[src/rtl/arst_pkg.sv]
`default_nettype none
// ----------------------------------------------------------------------------
// arst_pkg
// Shared constants and types for the ack retransmit slot table.
// ----------------------------------------------------------------------------
package arst_pkg;

  localparam int NUM_SLOTS_DEF = 8;

  typedef enum logic [2:0] {
    KIND_SEND   = 3'd0,
    KIND_ACK    = 3'd1,
    KIND_CANCEL = 3'd2,
    KIND_QUERY  = 3'd3,
    KIND_TICK   = 3'd4
  } kind_t;

  typedef enum logic [2:0] {
    EV_TX     = 3'd0,
    EV_REJECT = 3'd1,
    EV_DONE   = 3'd2,
    EV_RETX   = 3'd3,
    EV_QUERY  = 3'd4
  } event_t;

  localparam logic [1:0] REG_MIN_LEN   = 2'd0;
  localparam logic [1:0] REG_MAX_LEN   = 2'd1;
  localparam logic [1:0] REG_TIMEOUT   = 2'd2;
  localparam logic [1:0] REG_RETRY_LIM = 2'd3;

  // one slot entry as stored in the slot memory
  typedef struct packed {
    logic [47:0] peer;
    logic [15:0] seq;
    logic [7:0]  mtype;
    logic [31:0] cookie;
    logic [4:0]  tries;
    logic [31:0] sent_at;
    logic [7:0]  len;
  } slot_t;

endpackage : arst_pkg
`default_nettype wire

[src/rtl/ack_retransmit_slot_table.sv]
`default_nettype none
// ----------------------------------------------------------------------------
// ack_retransmit_slot_table
// ARQ slot tracker: send, ack, cancel, pending query and tick over a slot table.
// ----------------------------------------------------------------------------
// One item at a time: busy is high from the cycle after start until the cycle
// after the last result word is out. Send and rejected sends give a single
// result word. Ack, cancel, query and tick walk the slot memory one slot per
// cycle through its single read port. A tick or cancel ends with a drain
// step when a held word and a new word are both due on the final slot.
// Result words appear with strobe for one cycle each and cannot be held off;
// last marks the item's final word. Used flags live in flip-flops, so reset
// needs no clearing pass.
module ack_retransmit_slot_table #(
  parameter int NUM_SLOTS = arst_pkg::NUM_SLOTS_DEF,
  localparam int AW = (NUM_SLOTS > 1) ? $clog2(NUM_SLOTS) : 1
) (
  input  wire         clk,
  input  wire         rst,
  input  wire         start,
  output logic        busy,
  input  wire         cfg_we,
  input  wire  [1:0]  cfg_index,
  input  wire  [15:0] cfg_data,
  input  wire  [2:0]  kind,
  input  wire  [47:0] peer_addr,
  input  wire  [15:0] msg_seq,
  input  wire  [7:0]  msg_type,
  input  wire  [31:0] cookie,
  input  wire  [7:0]  frame_len,
  input  wire  [7:0]  ack_status,
  output logic        strobe,
  output logic [2:0]  event_res,
  output logic [2:0]  slot_index,
  output logic [47:0] peer_out,
  output logic [15:0] seq_out,
  output logic [7:0]  type_out,
  output logic [31:0] cookie_out,
  output logic [7:0]  len_out,
  output logic        delivered,
  output logic [7:0]  status_out,
  output logic        pending,
  output logic        last
);
  import arst_pkg::*;

  typedef enum logic [1:0] {S_IDLE, S_SCAN, S_SEND} state_t;

  logic [7:0]  min_len, max_len;
  logic [15:0] ack_timeout;
  logic [3:0]  retry_limit;
  logic [31:0] time_now;

  state_t      state;
  logic [NUM_SLOTS-1:0] used;
  logic [2:0]  op;
  logic [47:0] r_peer;
  logic [15:0] r_seq;
  logic [7:0]  r_type, r_status;
  logic [AW:0] rd_cnt;     // next slot to read
  logic        chk_vld;    // read data valid this cycle
  logic [AW-1:0] chk_idx;
  logic        found;      // ack/query already hit
  logic [AW-1:0] free_idx;
  logic        free_ok;

  logic        we;
  logic [AW-1:0] waddr, raddr;
  slot_t       wdata, rdata;

  arst_slot_mem #(.NUM_SLOTS(NUM_SLOTS)) u_mem (
    .clk(clk), .we(we), .waddr(waddr), .wdata(wdata), .raddr(raddr), .rdata(rdata)
  );

  assign raddr = rd_cnt[AW-1:0];

  always_comb begin
    free_ok  = 1'b0;
    free_idx = '0;
    for (int i = NUM_SLOTS - 1; i >= 0; i--) begin
      if (!used[i]) begin
        free_ok  = 1'b1;
        free_idx = AW'(i);
      end
    end
  end

  // per-slot decisions on the word just read
  logic        u_c, peer_eq, hit_ack, hit_can, hit_qry, due, expire, retx;
  logic        scan_end;
  always_comb begin
    u_c      = chk_vld && used[chk_idx];
    peer_eq  = rdata.peer == r_peer;
    hit_ack  = u_c && !found && peer_eq && rdata.seq == r_seq;
    hit_can  = u_c && peer_eq;
    hit_qry  = u_c && !found && peer_eq && rdata.mtype == r_type;
    due      = u_c && ((time_now - rdata.sent_at) >= {16'd0, ack_timeout});
    expire   = due && (rdata.tries > {1'b0, retry_limit});
    retx     = due && !expire;
    scan_end = chk_vld && (chk_idx == AW'(NUM_SLOTS - 1));
  end

  // remaining used slots after chk_idx that will produce a tick/cancel word
  // is unknown ahead, so a trailing word is flagged via a lookahead-free
  // scheme: results are held until replaced and last is set when scan finishes.
  logic        hold_vld;
  logic [2:0]  h_ev;
  logic [AW-1:0] h_idx;
  slot_t       h_slot;
  logic        h_dlv;
  logic [7:0]  h_st;

  logic        emit;
  logic [2:0]  e_ev;
  logic        e_dlv;
  logic [7:0]  e_st;
  always_comb begin
    emit = 1'b0; e_ev = EV_DONE; e_dlv = 1'b0; e_st = 8'd0;
    we = 1'b0; waddr = chk_idx; wdata = rdata;
    unique case (op)
      KIND_ACK: if (hit_ack) begin
        emit = 1'b1; e_dlv = 1'b1; e_st = r_status;
      end
      KIND_CANCEL: emit = hit_can;
      KIND_TICK: begin
        if (expire) emit = 1'b1;
        if (retx) begin
          emit = 1'b1; e_ev = EV_RETX; we = 1'b1;
          wdata.tries = rdata.tries + 5'd1;
          wdata.sent_at = time_now;
        end
      end
      default: ;
    endcase
    if (state == S_IDLE && start && kind == KIND_SEND && free_ok &&
        frame_len >= min_len && frame_len <= max_len) begin
      we = 1'b1; waddr = free_idx;
      wdata = '{peer: peer_addr, seq: msg_seq, mtype: msg_type, cookie: cookie,
                tries: 5'd1, sent_at: time_now, len: frame_len};
    end
  end

  always_ff @(posedge clk) begin
    if (rst) begin
      state <= S_IDLE; busy <= 1'b0; used <= '0; time_now <= '0;
      min_len <= 8'd8; max_len <= 8'd250; ack_timeout <= 16'd200;
      retry_limit <= 4'd3; chk_vld <= 1'b0; hold_vld <= 1'b0;
      strobe <= 1'b0; last <= 1'b0; found <= 1'b0; rd_cnt <= '0; op <= '0;
    end else begin
      strobe <= 1'b0; last <= 1'b0;
      if (cfg_we) begin
        unique case (cfg_index)
          REG_MIN_LEN:   min_len <= cfg_data[7:0];
          REG_MAX_LEN:   max_len <= cfg_data[7:0];
          REG_TIMEOUT:   ack_timeout <= cfg_data;
          REG_RETRY_LIM: retry_limit <= cfg_data[3:0];
          default: ;
        endcase
      end
      unique case (state)
        S_IDLE: if (start) begin
          op <= kind; r_peer <= peer_addr; r_seq <= msg_seq; r_type <= msg_type;
          r_status <= ack_status;
          found <= 1'b0; rd_cnt <= '0; chk_vld <= 1'b0;
          if (kind == KIND_SEND) begin
            busy <= 1'b1; state <= S_SEND;
            if (free_ok && frame_len >= min_len && frame_len <= max_len) begin
              used[free_idx] <= 1'b1;
              event_res <= EV_TX; slot_index <= 3'(free_idx);
            end else begin
              event_res <= EV_REJECT; slot_index <= 3'd0;
            end
            peer_out <= peer_addr; seq_out <= msg_seq; type_out <= msg_type;
            cookie_out <= cookie; len_out <= frame_len; delivered <= 1'b0;
            status_out <= 8'd0; pending <= 1'b0;
            strobe <= 1'b1; last <= 1'b1;
          end else if (kind == KIND_ACK || kind == KIND_CANCEL ||
                       kind == KIND_QUERY || kind == KIND_TICK) begin
            busy <= 1'b1; state <= S_SCAN;
            if (kind == KIND_TICK) time_now <= time_now + 32'd1;
          end
        end
        S_SEND: begin
          busy <= 1'b0; state <= S_IDLE;
        end
        S_SCAN: begin
          if (rd_cnt != (AW+1)'(NUM_SLOTS)) rd_cnt <= rd_cnt + (AW+1)'(1);
          chk_vld <= rd_cnt != (AW+1)'(NUM_SLOTS);
          chk_idx <= rd_cnt[AW-1:0];
          if ((op == KIND_ACK && hit_ack) || (op == KIND_QUERY && hit_qry))
            found <= 1'b1;
          if (op == KIND_QUERY && hit_qry) h_idx <= chk_idx;
          if ((op == KIND_ACK && hit_ack) || (op == KIND_CANCEL && hit_can) ||
              (op == KIND_TICK && expire)) used[chk_idx] <= 1'b0;
          // flush the held word when a new one replaces it
          if (emit) begin
            if (hold_vld) begin
              strobe <= 1'b1; last <= 1'b0;
              event_res <= h_ev; slot_index <= 3'(h_idx);
              peer_out <= h_slot.peer; seq_out <= h_slot.seq;
              type_out <= h_slot.mtype; cookie_out <= h_slot.cookie;
              len_out <= h_slot.len; delivered <= h_dlv; status_out <= h_st;
              pending <= 1'b0;
            end
            hold_vld <= 1'b1; h_ev <= e_ev; h_idx <= chk_idx; h_slot <= rdata;
            h_dlv <= e_dlv; h_st <= e_st;
          end
          if (scan_end) begin
            state <= S_SEND; chk_vld <= 1'b0; hold_vld <= 1'b0;
            if (op == KIND_QUERY) begin
              strobe <= 1'b1; last <= 1'b1; event_res <= EV_QUERY;
              slot_index <= (found || hit_qry) ? 3'(hit_qry ? chk_idx : h_idx)
                                              : 3'd0;
              peer_out <= r_peer; seq_out <= 16'd0; type_out <= r_type;
              cookie_out <= 32'd0; len_out <= 8'd0; delivered <= 1'b0;
              status_out <= 8'd0; pending <= found || hit_qry;
            end else if (emit || hold_vld) begin
              strobe <= 1'b1; last <= 1'b1;
              if (emit && hold_vld) begin
                // two words due at once: emit held now, new one next cycle
                last <= 1'b0;
                hold_vld <= 1'b1; state <= S_SCAN; rd_cnt <= (AW+1)'(NUM_SLOTS);
              end else if (emit) begin
                event_res <= e_ev; slot_index <= 3'(chk_idx);
                peer_out <= rdata.peer; seq_out <= rdata.seq;
                type_out <= rdata.mtype; cookie_out <= rdata.cookie;
                len_out <= rdata.len; delivered <= e_dlv; status_out <= e_st;
                pending <= 1'b0;
              end else begin
                event_res <= h_ev; slot_index <= 3'(h_idx);
                peer_out <= h_slot.peer; seq_out <= h_slot.seq;
                type_out <= h_slot.mtype; cookie_out <= h_slot.cookie;
                len_out <= h_slot.len; delivered <= h_dlv; status_out <= h_st;
                pending <= 1'b0;
              end
            end
          end else if (!chk_vld && rd_cnt == (AW+1)'(NUM_SLOTS) && hold_vld &&
                       op != KIND_QUERY) begin
            // drain of the final held word after a double hit on the last slot
            strobe <= 1'b1; last <= 1'b1; hold_vld <= 1'b0; state <= S_SEND;
            event_res <= h_ev; slot_index <= 3'(h_idx);
            peer_out <= h_slot.peer; seq_out <= h_slot.seq;
            type_out <= h_slot.mtype; cookie_out <= h_slot.cookie;
            len_out <= h_slot.len; delivered <= h_dlv; status_out <= h_st;
            pending <= 1'b0;
          end
        end
        default: state <= S_IDLE;
      endcase
    end
  end

endmodule : ack_retransmit_slot_table
`default_nettype wire

[src/rtl/arst_slot_mem.sv]
`default_nettype none
// ----------------------------------------------------------------------------
// arst_slot_mem
// Slot payload memory: one write port, one read port, registered read data.
// ----------------------------------------------------------------------------
module arst_slot_mem #(
  parameter int NUM_SLOTS = arst_pkg::NUM_SLOTS_DEF,
  localparam int AW = (NUM_SLOTS > 1) ? $clog2(NUM_SLOTS) : 1
) (
  input  wire                clk,
  input  wire                we,
  input  wire [AW-1:0]       waddr,
  input  arst_pkg::slot_t    wdata,
  input  wire [AW-1:0]       raddr,
  output arst_pkg::slot_t    rdata
);
  import arst_pkg::*;

  slot_t mem [NUM_SLOTS];

  always_ff @(posedge clk) begin
    if (we) begin
      mem[waddr] <= wdata;
    end
    rdata <= mem[raddr];
  end

endmodule : arst_slot_mem
`default_nettype wire
[config.mk]
export PLATFORM = sky130hd
export DESIGN_NAME = ack_retransmit_slot_table
export DESIGN_NICKNAME = d
export VERILOG_FILES = /design/src/rtl/arst_pkg.sv /design/src/rtl/ack_retransmit_slot_table.sv /design/src/rtl/arst_slot_mem.sv
export SDC_FILE = /design/constraint.sdc
export NUM_CORES = 2
export LEC_CHECK = 0
export BUFFER_PORTS_ARGS = -buffer_cell sky130_fd_sc_hd__clkbuf_2
export CORE_MARGIN = 4
export CORE_UTILIZATION = 49
export DETAILED_ROUTE_END_ITERATION = 16
export GPL_ROUTABILITY_DRIVEN = 0
export HOLD_SLACK_MARGIN = 0.15
export PLACE_DENSITY = 0.65
export SETUP_SLACK_MARGIN = 0.05
export SYNTH_ARGS = -nofsm -noshare
export SYNTH_HDL_FRONTEND = slang
export SYNTH_SLANG_ARGS = --single-unit
[constraint.sdc]
create_clock -name clk -period 14.12 [get_ports clk]
set_input_delay 2.824 -clock clk [delete_from_list [all_inputs] [get_ports clk]]
set_output_delay 2.824 -clock clk [all_outputs]
set_load 0.01 [all_outputs]
; ---- Word-level counts from Yosys, hierarchy flattened
; Memories as Yosys holds them, arrays and structs flattened. A register that Yosys moved wholly into a read port is not among the register bits.
; Cells that the tools add are included.
[totals]
ramBits = 1192
word_cells = 350
in_bits = 145
out_inout_bits = 131
mem_count = 1
regBits = 429
[memory_table]
columns = memory, words, word_bits, rd, rd_clocked_by_memory_dff, wr, line
row1 = u_mem.mem, 8, 149, 1, 1, 1, arst_slot_mem.sv:19  ; slot_t mem [NUM_SLOTS];
[classes]
n_reduce_logical = 62
mux = 204
n_eq_ne = 27
n_bitwise = 5
add_sub_neg = 4
order_cmp = 8
[ops]
columns = operator, count
row1 = 48-bit 2-to-1 mux, 10
row2 = 32-bit 2-to-1 mux, 10
row3 = 8-bit 2-to-1 mux, 36
row4 = 16-bit 2-to-1 mux, 10
row5 = 149-bit 2-to-1 mux, 1
row6 = 3-bit 2-to-1 mux, 34
row7 = 48-bit case mux with 2 select lines, 1
row8 = 37-bit 2-to-1 mux, 2
row9 = 1-bit 2-to-1 mux, 65
row10 = 32-bit case mux with 2 select lines, 1
row11 = 8-bit case mux with 2 select lines, 4
row12 = 48-bit == test, 1
row13 = "32-bit by 1-bit adder with 32-bit output, second input constant", 1
row14 = 32-bit by 16-bit greater-or-equal comparator with 1-bit output, 1
row15 = 16-bit case mux with 2 select lines, 1
row16 = 32-bit subtractor, 1
row17 = 1-bit logical AND, 27
row18 = 4-bit 2-to-1 mux, 6
row19 = 3-bit AND reduction, 6
row20 = 16-bit == test, 1
row21 = 2-bit 2-to-1 mux, 8
row22 = 2-bit AND reduction, 8
row23 = 1-bit case mux with 2 select lines, 7
row24 = "3-bit by 2-bit == test with 1-bit output, second input constant", 4
row25 = 37 further kinds, 64

; ---- Depth between registers and ports, before layout
[logic_depth]
ltp_word = 17
depth_mapped = 34
mapped_depth_nobuf = 31

; ---- Modules after synthesis
; Synthesis repeated with hierarchy kept, for this count alone.
[unflattened]
cells_unflattened = 4597
area_unflattened_um2 = 74483.9
[by_module_without_submodules]
columns = mod, cells_each, seq_area_each_um2, area_each_um2, n_inst
row1 = arst_slot_mem, 1884, 38777.2, 47758.3, 1
row2 = ack_retransmit_slot_table, 2713, 11971.5, 26725.6, 1

; ---- Least setup slack after synthesis
; No wires, ideal clock.
[synth_path]
path_type = input -> register
start = input frame_len[1]
end = memory u_mem.mem[2][0] (netlist name), enable pin
slack_ns = 1.821
path_buffers = 2
required_time_ns = 13.460
setup_time_ns = 0.660
t_arrival_ns = 11.639
cell_stages = 14
path_cell_list = ha_1 > nor2b_1 > o21a_1 > o21ai_0 > nand2b_1 > a21oi_1 > o21ai_0 > o31a_1 > or3_1 > nor2_1 > clkbuf_1 > clkbuf_1 > mux2i_1 > nor2_1
[synth_between]
elab_chain_cells = 6
word_cells_on_any_way = 8
cone_classes = order compare (2) / mux (4) / reduce/logical (2)
[synth_lines]
columns = element, line
row1 = from (decl), ack_retransmit_slot_table.sv:30  ; input wire [7:0] frame_len,
row2 = 8-bit greater-or-equal comparator, ack_retransmit_slot_table.sv:136  ; frame_len >= min_len && frame_len <= max_len) begin
row3 = 1-bit logical AND, ack_retransmit_slot_table.sv:135  ; if (state == S_IDLE && start && kind == KIND_SEND && free_ok &&
row4 = 1-bit logical AND (*), ack_retransmit_slot_table.sv:136
row5 = 1-bit 2-to-1 mux, ack_retransmit_slot_table.sv:135
row6 = 1-bit 2-to-1 mux, arst_slot_mem.sv:22  ; if (we) begin
row7 = 1-bit 2-to-1 mux (implied by the code), arst_slot_mem.sv:23  ; mem[waddr] <= wdata;
row8 = to (decl), arst_slot_mem.sv:19
; Every way passes the cells marked *; elsewhere a longest branch is shown, timed or not.

; ---- Worst setup path in the final report
[layout_path]
start = register time_now[0]
end = register cookie_out[16], data pin
[layout_between]
elab_chain_cells = 14
word_cells_on_any_way = 19
cone_classes = add/sub (1) / order compare (1) / mux (11) / reduce/logical (6)
[layout_lines]
columns = element, line
row1 = from (decl), ack_retransmit_slot_table.sv:52  ; logic [31:0] time_now;
row2 = from (signal assigned), ack_retransmit_slot_table.sv:180  ; if (kind == KIND_TICK) time_now <= time_now + 32'd1;
row3 = 32-bit subtractor (*), ack_retransmit_slot_table.sv:97  ; due = u_c && ((time_now - rdata.sent_at) >= {16'd0, ack_timeout});
row4 = 32-bit by 16-bit greater-or-equal comparator with 1-bit output (*), ack_retransmit_slot_table.sv:97
row5 = 1-bit logical AND (*), ack_retransmit_slot_table.sv:97
row6 = 1-bit logical AND, ack_retransmit_slot_table.sv:98  ; expire = due && (rdata.tries > {1'b0, retry_limit});
row7 = 1-bit zero test, ack_retransmit_slot_table.sv:99  ; retx = due && !expire;
row8 = 1-bit logical AND, ack_retransmit_slot_table.sv:99
row9 = 1-bit 2-to-1 mux (*), ack_retransmit_slot_table.sv:127  ; if (retx) begin
row10 = 1-bit case mux with 3 select lines (*), ack_retransmit_slot_table.sv:120  ; unique case (op)
row11 = 32-bit 2-to-1 mux (tied with other cells), ack_retransmit_slot_table.sv:223  ; end else if (emit) begin
row12 = 32-bit 2-to-1 mux, ack_retransmit_slot_table.sv:219  ; if (emit && hold_vld) begin
row13 = 32-bit 2-to-1 mux, ack_retransmit_slot_table.sv:217  ; end else if (emit || hold_vld) begin
row14 = 32-bit 2-to-1 mux, ack_retransmit_slot_table.sv:210  ; if (op == KIND_QUERY) begin
row15 = 32-bit 2-to-1 mux (*), ack_retransmit_slot_table.sv:208  ; if (scan_end) begin
row16 = 32-bit case mux with 2 select lines (*), ack_retransmit_slot_table.sv:160  ; unique case (state)
row17 = to (signal assigned), ack_retransmit_slot_table.sv:201  ; type_out <= h_slot.mtype; cookie_out <= h_slot.cookie;
row18 = to (signal assigned), ack_retransmit_slot_table.sv:226  ; type_out <= rdata.mtype; cookie_out <= rdata.cookie;
row19 = to (signal assigned), ack_retransmit_slot_table.sv:232  ; type_out <= h_slot.mtype; cookie_out <= h_slot.cookie;
row20 = to (decl), ack_retransmit_slot_table.sv:38  ; output logic [31:0] cookie_out,
; Marked as above.
; A chain may end at the register's enable or synchronous reset.

==> metrics.txt <==
Via Count 45,970; met2 usage 0.3939; Final Cycle Share 0.6466; combinational power share 0.058; Die Ht 399.8 µm; final setup fails 0; Final Util 0.5559; CTS resizes 0; Power Internal 8.658 mW; Max-slew headroom 0.1134; DRT Wirelength 204.5 mm; Root Buffer clkbuf_16; Die Wd 399.8 µm; num rows 143; Layout Nets 5,319; Synth Warn # 0; most used routing layer met2; slowest CP cell nor3_2; design area 84,640 µm²; Port Buffers 275; Fin. Hold Viols 0; Min Clock Period, post-route 9130 ps; Final ANT Viol Nets 0; Pre-antenna DRT Iters 8; vias in the first global route 45,470; CTS tree built; later-pin clock latency in the skew report 810 ps; Sw Pwr 2.450 mW; crit-path max FO 62; Area growth, synth to finish 12.50%; Worst Path Required 14,760 ps; max_cap viols 0; Syn Inst Count 4,842; Vias/cell 6.303; Power Density 131.2 nW/µm²; largest net degree at the start of global routing 147; CP arrival 9770 ps; final worst clock skew 32.51 ps; syn avg cell area 15.54 µm²; GRT Resource Usage Total 0.2535; htree depth 4; Yosys cell types 84; grt ovf 0; final slew viol count 0; # fillers 11,810; clock-pin slew on the worst setup and hold paths 60 ps; Leak Pwr 28.24 nW; Ports 276; slowest stage delay, CP 880 ps; Iter 0 DRT Violations 5,066; ys flop type edfxtp_1; Initial Util 0.4941; post-synthesis async set-or-reset flop share 0; most common cell after layout, fill and taps aside edfxtp_1; sequential fraction of design power 0.528; grt met3 use 0.05259; Critical Path End Type register; Residual DRC 0; sequential fraction of the synthesis area 0.6745; initial antenna violation count 20; number of CTS-inserted buffers 180; share of cells above drive strength 1 0.2477; Clock Tree Buf Depth 3; worst min path class register to register; global-route wire length before repair 300.6 mm; area of the multi-input gates 23,150 µm²; WS Path Type register to register; Synth Cell Area 75,240 µm²; switching share of power 0.2205; M1 GR Usage 0.3609; Critical Path Source Type register; die area 159,900 µm²; flops & latches, synth 1,770; Area after DPL 78,940 µm²; Core Box Area 152,300 µm²; Post-Syn Nets 5,063; Worst Max-Slew Pin Slew 1327 ps; RSZ-0062 raised after global routing no; sequential cell area 50,760 µm²; detailed-placement wirelength estimate 122.5 mm; hold-fix buffers at CTS 0; clk sinks 1,770; drt wl/cell 28.04 µm; Fmax 109.5 MHz; setup bufs post-CTS 0; maximum vdd drop 91.03 µV; TNS Setup 0 ps; most frequent cell on the critical path nand2_1; outcome finished, final reports clean; Post-synth EDFFs 1,530; most frequent cells in the layout edfxtp_1 (1,530), nand2_1 (400), mux2_2 (308), mux4_2 (298), clkbuf_2 (274); clock share of power 0.414
==> logic make-up (layout without fill, tap and decap cells) <==
family                     count (synthesis)  after routing  synth area share
DFF                                     1770           1770            0.6745
adders and majority gates                 76             76           0.01274
xor gates and xnor gates                 115            115           0.01339
buffers and inverters                    394            805           0.02064
muxes                                    717            717            0.1502
AOI/OAI and AO/OA                        758            758           0.06584
other                                      0             11                 0
and+or+nand+nor                         1012           1012           0.06268
==> stage by stage <==
| stage | power (mW) | hold slack (ps) | instances | setup WS (ps) |
|---|---|---|---|---|
| detailed placement | 6.611 | 448.8 | 6946 | 5262 |
| CTS | 11.18 | 442.2 | 7283 | 5232 |
| global route | 11.46 | 457.2 | 7287 | 4542 |
| global placement | 6.599 | 443.9 | 6946 | 5375 |
| finish | 11.11 | 449.3 | 7294 | 4990 |
| floorplan | 6.373 | 406.4 | 4842 | 1821 |
==> power groups by stage <==
stage               clock, mW  sequential [mW]  combinational [mW]
floorplan                   0             5.95               0.424
global placement            0             5.97               0.631
detailed placement          0             5.97               0.641
CTS                      4.67             5.86               0.645
global route             4.90             5.87               0.697
finish                   4.60             5.86               0.643
==> metal layers <==
metal	wire length [µm]	up-vias
met5	47	-
met4	6162	8
met2	95080	2423
met1	83330	23480
met3	19890	401
li1	-	19670
==> critical path: cells and delay by family, from the launching register on <==
kind / cells / cell delay [ps]
flip-flops: 1 / 430
buffers and inverters: 3 / 1350
adder cells (fa/ha/maj): 4 / 1270
XOR/XNOR: 1 / 240
AND/OR/NAND/NOR: 14 / 4350
AO/OA/AOI/OAI: 8 / 1290
==> registers in the layout (all words and copies together), names as in the netlist, 32 cells and up <==
register	cells
cookie_out	32
h_slot	112
peer_out	48
r_peer	48
time_now	32
u_mem.mem	1192
u_mem.rdata	149
==> final cells by class <==
class	count	area share
flip-flops and latches	1770	0.5997
multi-input cells	2678	0.2736
clock buffers	246	0.05848
well taps	2030	0.03001
repair buffers	365	0.02486
clock inverters	91	0.008485
inverters	103	0.004568
diodes	11	0.0003252
==> synthesized netlist by cell type (all sizes together), types with 20 or more instances <==
master / instances / share of area
a221oi: 32 / 0.0037
xor2: 80 / 0.0093
dfxtp: 240 / 0.064
nor4: 20 / 0.0019
nor2: 180 / 0.0090
mux2: 315 / 0.047
nand4: 33 / 0.0027
nor3: 40 / 0.0027
a31oi: 92 / 0.0076
ha: 75 / 0.012
inv: 102 / 0.0051
xnor2: 35 / 0.0041
o22ai: 52 / 0.0043
o21ai: 153 / 0.010
o211ai: 21 / 0.0021
and3: 79 / 0.0066
clkbuf: 208 / 0.010
edfxtp: 1530 / 0.61
nand3: 161 / 0.011
a21oi: 183 / 0.012
nand2: 402 / 0.020
mux2i: 104 / 0.014
o221ai: 44 / 0.0051
mux4: 298 / 0.089
a32oi: 24 / 0.0028
buf: 83 / 0.0051
==> path summary, 6_finish.rpt <==
kind | startpoint | end | slack, ps | cells past startpoint
setup / recovery | time_now[0] | cookie_out[16] | 4990 | 30
hold / removal | u_mem.rdata[67] | h_slot[67] | 450 | 0
setup reg to reg | time_now[0] | cookie_out[16] | 4990 | 30
hold reg to reg | u_mem.rdata[67] | h_slot[67] | 450 | 0
Note: power is estimated with default switching activity, not from simulation.
